`src/sv/pdq_pkg.sv`:
```
package pdq_pkg;

    // Ring geometry
    localparam int unsigned DEPTH  = 64;
    localparam int unsigned ADDR_W = $clog2(DEPTH);
    localparam int unsigned CNT_W  = $clog2(DEPTH + 1);
    localparam int unsigned SUM_W  = ADDR_W + 1;

    // Field widths
    localparam int unsigned CMD_W   = 3;
    localparam int unsigned COORD_W = 16;
    localparam int unsigned PT_W    = 2 * COORD_W;
    localparam int unsigned ST_W    = 2;
    localparam int unsigned OCNT_W  = 7;

    // Command codes
    localparam logic [CMD_W-1:0] CMD_PUSH_BACK  = 3'd0;
    localparam logic [CMD_W-1:0] CMD_PUSH_FRONT = 3'd1;
    localparam logic [CMD_W-1:0] CMD_POP_FRONT  = 3'd2;
    localparam logic [CMD_W-1:0] CMD_POP_BACK   = 3'd3;
    localparam logic [CMD_W-1:0] CMD_SEARCH     = 3'd4;

    // Status codes
    localparam logic [ST_W-1:0] ST_OK    = 2'd0;
    localparam logic [ST_W-1:0] ST_EMPTY = 2'd1;
    localparam logic [ST_W-1:0] ST_FULL  = 2'd2;

    // Controller to datapath
    typedef struct packed {
        logic accept;
        logic srch_step;
        logic load_out;
    } t_ctrl_cmd;

    // Datapath to controller
    typedef struct packed {
        logic scan_done;
        logic out_free;
    } t_dp_stat;

endpackage

```
`src/sv/pdq_ram.sv`:
```
module pdq_ram #(
    parameter int unsigned WIDTH = 32,
    parameter int unsigned DEPTH = 64
) (
    input  logic                     i_clk,
    input  logic                     i_we,
    input  logic [$clog2(DEPTH)-1:0] i_waddr,
    input  logic [WIDTH-1:0]         i_wdata,
    input  logic                     i_re,
    input  logic [$clog2(DEPTH)-1:0] i_raddr,
    output logic [WIDTH-1:0]         o_rdata
);

    logic [WIDTH-1:0] r_mem [DEPTH];
    logic [WIDTH-1:0] r_rdata;

    // One write port, one registered read port; read data holds when idle
    always_ff @(posedge i_clk) begin
        if (i_we) begin
            r_mem[i_waddr] <= i_wdata;
        end
        if (i_re) begin
            r_rdata <= r_mem[i_raddr];
        end
    end

    assign o_rdata = r_rdata;

endmodule

```
`src/sv/pdq_dp.sv`:
```
module pdq_dp (
    input  logic                          i_clk,
    input  logic                          i_rst_n,
    input  pdq_pkg::t_ctrl_cmd            i_cmd_bus,
    output pdq_pkg::t_dp_stat             o_stat,
    input  logic [pdq_pkg::CMD_W-1:0]     i_cmd,
    input  logic [pdq_pkg::PT_W-1:0]      i_point,
    input  logic                          i_out_ready,
    output logic                          o_out_valid,
    output logic [pdq_pkg::ST_W-1:0]      o_status,
    output logic [pdq_pkg::PT_W-1:0]      o_point,
    output logic                          o_found,
    output logic [pdq_pkg::OCNT_W-1:0]    o_count
);

    localparam logic [pdq_pkg::SUM_W-1:0]  DEPTH_S = pdq_pkg::SUM_W'(pdq_pkg::DEPTH);
    localparam logic [pdq_pkg::CNT_W-1:0]  DEPTH_C = pdq_pkg::CNT_W'(pdq_pkg::DEPTH);
    localparam logic [pdq_pkg::ADDR_W-1:0] LAST_A  = pdq_pkg::ADDR_W'(pdq_pkg::DEPTH - 1);

    // Ring position of head plus an offset below DEPTH
    function automatic logic [pdq_pkg::ADDR_W-1:0] ring_add(
        input logic [pdq_pkg::ADDR_W-1:0] head,
        input logic [pdq_pkg::SUM_W-1:0]  off
    );
        logic [pdq_pkg::SUM_W-1:0] sum;
        sum = pdq_pkg::SUM_W'(head) + off;
        if (sum >= DEPTH_S) begin
            sum = sum - DEPTH_S;
        end
        return sum[pdq_pkg::ADDR_W-1:0];
    endfunction

    logic [pdq_pkg::ADDR_W-1:0] r_head, n_head;
    logic [pdq_pkg::CNT_W-1:0]  r_count, n_count;
    logic [pdq_pkg::CNT_W-1:0]  r_k;
    logic                       r_cmp_v;
    logic                       r_found;
    logic                       r_pop_v;
    logic [pdq_pkg::ST_W-1:0]   r_st;
    logic [pdq_pkg::PT_W-1:0]   r_pt;

    logic                       r_out_valid;
    logic [pdq_pkg::ST_W-1:0]   r_out_st;
    logic [pdq_pkg::PT_W-1:0]   r_out_pt;
    logic                       r_out_found;
    logic [pdq_pkg::OCNT_W-1:0] r_out_cnt;

    logic                       ram_we, ram_re;
    logic [pdq_pkg::ADDR_W-1:0] ram_waddr, ram_raddr;
    logic [pdq_pkg::PT_W-1:0]   ram_rdata;
    logic                       is_full, is_empty, scan_more;
    logic [pdq_pkg::ADDR_W-1:0] head_m1;
    logic [pdq_pkg::ST_W-1:0]   n_st;
    logic                       n_pop_v;

    assign is_full   = (r_count == DEPTH_C);
    assign is_empty  = (r_count == '0);
    assign scan_more = (r_k < r_count);
    assign head_m1   = (r_head == '0) ? LAST_A : r_head - 1'b1;

    // Command decode at accept, and scan reads while searching
    always_comb begin
        n_head    = r_head;
        n_count   = r_count;
        n_st      = pdq_pkg::ST_OK;
        n_pop_v   = 1'b0;
        ram_we    = 1'b0;
        ram_re    = 1'b0;
        ram_waddr = r_head;
        ram_raddr = r_head;
        if (i_cmd_bus.accept) begin
            case (i_cmd)
                pdq_pkg::CMD_PUSH_BACK: begin
                    if (is_full) begin
                        n_st = pdq_pkg::ST_FULL;
                    end else begin
                        ram_we    = 1'b1;
                        ram_waddr = ring_add(r_head, pdq_pkg::SUM_W'(r_count));
                        n_count   = r_count + 1'b1;
                    end
                end
                pdq_pkg::CMD_PUSH_FRONT: begin
                    if (is_full) begin
                        n_st = pdq_pkg::ST_FULL;
                    end else begin
                        ram_we    = 1'b1;
                        ram_waddr = head_m1;
                        n_head    = head_m1;
                        n_count   = r_count + 1'b1;
                    end
                end
                pdq_pkg::CMD_POP_FRONT: begin
                    if (is_empty) begin
                        n_st = pdq_pkg::ST_EMPTY;
                    end else begin
                        ram_re    = 1'b1;
                        ram_raddr = r_head;
                        n_head    = ring_add(r_head, pdq_pkg::SUM_W'(1));
                        n_count   = r_count - 1'b1;
                        n_pop_v   = 1'b1;
                    end
                end
                pdq_pkg::CMD_POP_BACK: begin
                    if (is_empty) begin
                        n_st = pdq_pkg::ST_EMPTY;
                    end else begin
                        ram_re    = 1'b1;
                        ram_raddr = ring_add(r_head, pdq_pkg::SUM_W'(r_count - 1'b1));
                        n_count   = r_count - 1'b1;
                        n_pop_v   = 1'b1;
                    end
                end
                default: begin
                end
            endcase
        end else if (i_cmd_bus.srch_step && scan_more) begin
            ram_re    = 1'b1;
            ram_raddr = ring_add(r_head, pdq_pkg::SUM_W'(r_k));
        end
    end

    // Control registers
    always_ff @(posedge i_clk) begin
        if (!i_rst_n) begin
            r_head      <= '0;
            r_count     <= '0;
            r_cmp_v     <= 1'b0;
            r_out_valid <= 1'b0;
        end else begin
            r_head  <= n_head;
            r_count <= n_count;
            if (i_cmd_bus.accept) begin
                r_cmp_v <= 1'b0;
            end else if (i_cmd_bus.srch_step) begin
                r_cmp_v <= scan_more;
            end
            if (i_cmd_bus.load_out) begin
                r_out_valid <= 1'b1;
            end else if (i_out_ready) begin
                r_out_valid <= 1'b0;
            end
        end
    end

    // Request payload, scan index and result holding
    always_ff @(posedge i_clk) begin
        if (i_cmd_bus.accept) begin
            r_pt    <= i_point;
            r_st    <= n_st;
            r_pop_v <= n_pop_v;
            r_k     <= '0;
            r_found <= 1'b0;
        end else begin
            if (i_cmd_bus.srch_step && scan_more) begin
                r_k <= r_k + 1'b1;
            end
            if (r_cmp_v && (ram_rdata == r_pt)) begin
                r_found <= 1'b1;
            end
        end
        if (i_cmd_bus.load_out) begin
            r_out_st    <= r_st;
            r_out_pt    <= r_pop_v ? ram_rdata : '0;
            r_out_found <= r_found;
            r_out_cnt   <= pdq_pkg::OCNT_W'(r_count);
        end
    end

    pdq_ram #(
        .WIDTH (pdq_pkg::PT_W),
        .DEPTH (pdq_pkg::DEPTH)
    ) u_ram (
        .i_clk   (i_clk),
        .i_we    (ram_we),
        .i_waddr (ram_waddr),
        .i_wdata (i_point),
        .i_re    (ram_re),
        .i_raddr (ram_raddr),
        .o_rdata (ram_rdata)
    );

    assign o_stat.scan_done = !scan_more && !r_cmp_v;
    assign o_stat.out_free  = !r_out_valid || i_out_ready;

    assign o_out_valid = r_out_valid;
    assign o_status    = r_out_st;
    assign o_point     = r_out_pt;
    assign o_found     = r_out_found;
    assign o_count     = r_out_cnt;

endmodule

```
`src/sv/pdq_ctrl.sv`:
```
module pdq_ctrl (
    input  logic                      i_clk,
    input  logic                      i_rst_n,
    input  logic                      i_valid,
    input  logic [pdq_pkg::CMD_W-1:0] i_cmd,
    output logic                      o_ready,
    input  pdq_pkg::t_dp_stat         i_stat,
    output pdq_pkg::t_ctrl_cmd        o_cmd_bus
);

    typedef enum logic [1:0] {
        S_IDLE,
        S_SRCH,
        S_RESP
    } t_state;

    t_state r_state, n_state;
    logic   accept;

    assign accept = i_valid && (r_state == S_IDLE);

    // Next state
    always_comb begin
        n_state = r_state;
        case (r_state)
            S_IDLE: begin
                if (accept) begin
                    n_state = (i_cmd == pdq_pkg::CMD_SEARCH) ? S_SRCH : S_RESP;
                end
            end
            S_SRCH: begin
                if (i_stat.scan_done) begin
                    n_state = S_RESP;
                end
            end
            S_RESP: begin
                if (i_stat.out_free) begin
                    n_state = S_IDLE;
                end
            end
            default: n_state = S_IDLE;
        endcase
    end

    always_ff @(posedge i_clk) begin
        if (!i_rst_n) begin
            r_state <= S_IDLE;
        end else begin
            r_state <= n_state;
        end
    end

    assign o_ready             = (r_state == S_IDLE);
    assign o_cmd_bus.accept    = accept;
    assign o_cmd_bus.srch_step = (r_state == S_SRCH);
    assign o_cmd_bus.load_out  = (r_state == S_RESP) && i_stat.out_free;

endmodule

```
`src/sv/point_deque_with_search_core.sv`:
```
// Push, pop and unused commands go from idle to the response state, which registers the result
// once the output register is free; only then is a new request taken. Search first scans the
// live entries through the single read port of the point store, one live entry per cycle.
// The output register lets a new request in while a result waits to be taken.
// Reset (i_rst_n, synchronous, active low) empties the ring and clears the output
// valid; the point store itself is not cleared.
module point_deque_with_search_core (
    input  logic        i_clk,
    input  logic        i_rst_n,
    input  logic        s_axis_tvalid,
    output logic        s_axis_tready,
    input  logic [31:0] s_axis_tdata,   // point_x[15:0], point_y[31:16]
    input  logic [2:0]  s_axis_tuser,   // cmd[2:0]
    output logic        m_axis_tvalid,
    input  logic        m_axis_tready,
    output logic [39:0] m_axis_tdata,   // out_x[15:0], out_y[31:16], count[38:32], zero[39]
    output logic [2:0]  m_axis_tuser    // status[1:0], found[2]
);

    pdq_pkg::t_ctrl_cmd               cmd_bus;
    pdq_pkg::t_dp_stat                stat;
    logic [pdq_pkg::ST_W-1:0]         status;
    logic [pdq_pkg::PT_W-1:0]         point;
    logic                             found;
    logic [pdq_pkg::OCNT_W-1:0]       count;

    pdq_ctrl u_ctrl (
        .i_clk     (i_clk),
        .i_rst_n   (i_rst_n),
        .i_valid   (s_axis_tvalid),
        .i_cmd     (s_axis_tuser),
        .o_ready   (s_axis_tready),
        .i_stat    (stat),
        .o_cmd_bus (cmd_bus)
    );

    pdq_dp u_dp (
        .i_clk       (i_clk),
        .i_rst_n     (i_rst_n),
        .i_cmd_bus   (cmd_bus),
        .o_stat      (stat),
        .i_cmd       (s_axis_tuser),
        .i_point     (s_axis_tdata),
        .i_out_ready (m_axis_tready),
        .o_out_valid (m_axis_tvalid),
        .o_status    (status),
        .o_point     (point),
        .o_found     (found),
        .o_count     (count)
    );

    assign m_axis_tdata = {1'b0, count, point};
    assign m_axis_tuser = {found, status};

endmodule

```
`config.mk`:
```
export PLATFORM = sky130hd
export DESIGN_NAME = point_deque_with_search_core
export DESIGN_NICKNAME = d
export VERILOG_FILES = /design/src/sv/pdq_pkg.sv /design/src/sv/pdq_ram.sv /design/src/sv/pdq_dp.sv /design/src/sv/pdq_ctrl.sv /design/src/sv/point_deque_with_search_core.sv
export SDC_FILE = /design/constraint.sdc
export NUM_CORES = 2
export LEC_CHECK = 0
export BUFFER_PORTS_ARGS = -buffer_cell sky130_fd_sc_hd__buf_2
export CAP_MARGIN = 40
export CORE_UTILIZATION = 55
export CTS_CLUSTER_SIZE = 12
export DETAILED_ROUTE_END_ITERATION = 10
export PLACE_DENSITY_LB_ADDON = 0.05
export SETUP_SLACK_MARGIN = 0.2
export SLEW_MARGIN = 20
export SYNTH_ARGS = -nofsm -noshare
export SYNTH_HDL_FRONTEND = slang
export SYNTH_SLANG_ARGS = --single-unit
```
`constraint.sdc`:
```
create_clock -name i_clk -period 5.1 [get_ports i_clk]
set_input_delay 1.02 -clock i_clk [delete_from_list [all_inputs] [get_ports i_clk]]
set_output_delay 1.02 -clock i_clk [all_outputs]
set_load 0.02 [all_outputs]
```
==> reports/qor.txt <==
R2R Path End -> u_dp.u_ram.o_rdata[24]
# setup viols final -> 0
Starting Density -> 55.6%
Post-Syn Instances -> 6,005
maximum VDD drop -> 0.352 mV
most frequent cells after synthesis -> edfxtp_1 (2,157), nand2_1 (1,155), a21oi_1 (511)
cell area after synthesis -> 87,300 sq um
Longest Clk Path Bufs -> 3
crit end category -> register
largest net degree at the start of global routing -> 89
yosys warns -> 0
core area -> 157,000 sq um
post-route ant nets -> 0
worst reg-to-reg path cell count -> 17
drt first-iter violations -> 8,883
Pleak -> 34.1 nW
post-route cell area -> 100,000 sq um
H-Tree Level Count -> 4
top cell type's share of synthesized area -> 74.2%
placer congestion estimate -> 0.957
Non-Filler Instances -> 8,610
CTS tree -> done
Chip Width -> 400 um
clk sinks -> 2,182
cell taking the most area after synthesis -> edfxtp_1
num rows -> 145
Worst-Skew Late Latency -> 0.85 ns
slew margin rel. -> 36.4%
Setup crit start kind -> register
Clock transition at path regs -> 0.06 ns
count leader, synth -> edfxtp_1
FF-to-FF setup slack -> 0.29 ns
Placed Instances -> 8,218
Max stage delay on crit path -> 0.53 ns
Avg Synthesized Cell Area -> 14.5 sq um
final clock skew -> 0.0386 ns
crit-path most repeated cell -> buf_4
crit-path cells -> inv_1 > ha_1 > or3b_2 > xnor2_2 > ha_1 > or2_2 > a22o_1 > a211o_1 > o211ai_1 > buf_12 > nor2_1 > buf_4 > o41ai_1 > buf_4 > o2111ai_2 > buf_4 > or4b_1
first-pass GRT wire length -> 398,000 um
share of layout cells above drive strength 1 -> 15.0%
HP Class -> reg -> reg
fmax -> 208 MHz
fin nets -> 6,457
Chip Height -> 400 um
Final Hold Viols -> 0
Mapped Nets -> 6,074
Final Core Density -> 63.7%
Cell variety after synth -> 86
full die area -> 160,000 sq um
hold path start -> u_dp.r_st[0]
hold slack -> 0.432 ns
Ports -> 84
RSZ-0062 raised after global routing -> true
final setup TNS -> 0 ns
worst slew pin tran -> 0.953 ns
max-cap viol count -> 0
drt wl/cell -> 33.0 um
PortBufs -> 82
ys flop type -> edfxtp_1
CP required -> 5.68 ns
vias in the first global route -> 52,704
WL final -> 284,000 um
All-Layer GR Usage -> 35.2%
drt first pass iters -> 8
slowest CP cell -> or3b_2
crit path launch -> u_dp.r_count[1]
initial antenna violation count -> 20
Area Growth Syn to Fin -> 14.6%
vias -> 56,856
grt ovf -> 0
CTS Buf Count -> 218
Worst R2R Start -> u_dp.r_count[1]
asr flop ratio synth -> 0%
crit path DAT -> 5.39 ns
CTS root buf -> clkbuf_16
Critical path destination -> u_dp.u_ram.o_rdata[24]
CP max FO -> 21
synth top area cells -> edfxtp_1 (74%), nand2_1 (5.0%), a21oi_1 (2.9%), mux2i_1 (2.2%), nand3_1 (1.6%)
Residual DRC -> 0
Final HPWL DP -> 173,000 um
Slew Viols, Final -> 0
Seq cells post-synth -> 2,182
minimum clock period -> 4.81 ns
run status -> finished clean
number of synthesized flops with an enable pin -> 2,157
kind of critical path -> reg -> reg
Seq/Total Area, Yosys -> 74.8%
final worst path period share -> 94.3%
Placed Area -> 93,500 sq um
Vias per Instance -> 6.60
PD cells -> 386 nW/um^2
## power breakdown
group / leakage, nW / internal [mW] / switching [mW]
combinational: 11.3 / 1.23 / 2.60
clock: 3.11 / 8.22 / 6.64
sequential: 19.6 / 19.8 / 0.0685
total: 34.1 / 29.3 / 9.31
## registers in the layout, indices dropped and copies added (netlist names)
| register | cells |
|---|---|
| u_dp.o_found | 1 |
| u_dp.r_k | 7 |
| u_dp.o_out_valid | 1 |
| u_dp.r_pt | 32 |
| u_dp.o_status | 2 |
| u_dp.r_cmp_v | 1 |
| u_dp.r_st | 2 |
| u_dp.o_count | 7 |
| u_dp.r_count | 7 |
| u_dp.r_found | 1 |
| u_dp.r_pop_v | 1 |
| u_ctrl.r_state | 2 |
| u_dp.u_ram.o_rdata | 32 |
| u_dp.r_head | 6 |
| u_dp.u_ram.r_mem | 2048 |
| u_dp.o_point | 32 |
## metal layers
metal	global-route usage (%)	routed length, um
met4	13.0	11600
met2	52.9	127000
met5	0	82
met1	50.6	111000
met3	7.96	34700
## kinds of logic (layout without fill, tap and decap cells)
logic type / Yosys count / count (layout) / share of synthesized area (%)
DFF: 2182 / 2182 / 74.8
xor gates and xnor gates: 56 / 56 / 0.562
buffers and inverters: 431 / 968 / 2.32
adders and majority gates: 30 / 30 / 0.456
muxes: 246 / 246 / 3.54
AOI/OAI and AO/OA: 1252 / 1252 / 9.52
and+or+nand+nor: 1807 / 1807 / 8.82
other: 1 / 11 / 0.00430
## how the worst min path moves through the flow
stage / endpoint / depth (start not counted)
floorplan: u_dp.o_status[0] / 0
global placement: u_dp.o_status[1] / 0
detailed placement: u_dp.o_status[1] / 0
CTS: u_dp.o_status[1] / 0
global route: u_dp.o_status[1] / 0
finish: u_dp.o_status[0] / 0
## area by class of cell
| type | count | area [sq um] |
|---|---|---|
| Clock inverter | 60 | 462 |
| Fill cell | 11443 | 56900 |
| Multi-Input combinational cell | 3392 | 20700 |
| Tap cell | 2058 | 2570 |
| Inverter | 44 | 165 |
| Timing Repair Buffer | 550 | 4890 |
| Sequential cell | 2182 | 65300 |
| Antenna cell | 10 | 25.0 |
| Clock buffer | 314 | 5980 |
## worst max-delay path, delay by kind of cell (launching register included)
family,cells,cell delay (ns)
fa+ha+maj,2,0.55
compound gates,5,0.99
xor+xnor,1,0.17
simple gates,4,1.54
flops,1,0.31
buf+inv,5,0.99
## per-stage QoR
step | setup slack (ns) | power (mW)
after global routing | 0.157 | 39.6
after CTS | 0.291 | 38.6
after detailed placement | -0.238 | 24.0
after floorplan | 0.446 | 22.2
after global placement | -0.261 | 24.0
final | 0.292 | 38.6
## what timing repair did
item	4_1_cts	5_1_grt
setup endpoints to repair	2	4
hold buffers	0	0
setup buffers	0	7
pin swaps	0	2
resized for setup	4	3
## layout by cell type (no fill, tap or decap), types with 81 or more instances in the layout
cell	netlist	layout
a211oi_1	82	81
clkbuf_16	0	222
a32oi_1	90	90
nor2_1	160	90
mux2i_1	192	192
clkbuf_1	111	85
a21oi_1	511	509
nand2_1	1155	1151
buf_4	21	387
nand3_1	276	276
buf_2	206	85
edfxtp_1	2157	2157
a22oi_1	131	131
o21ai_0	86	85
Note: power is estimated with default switching activity, not from simulation.
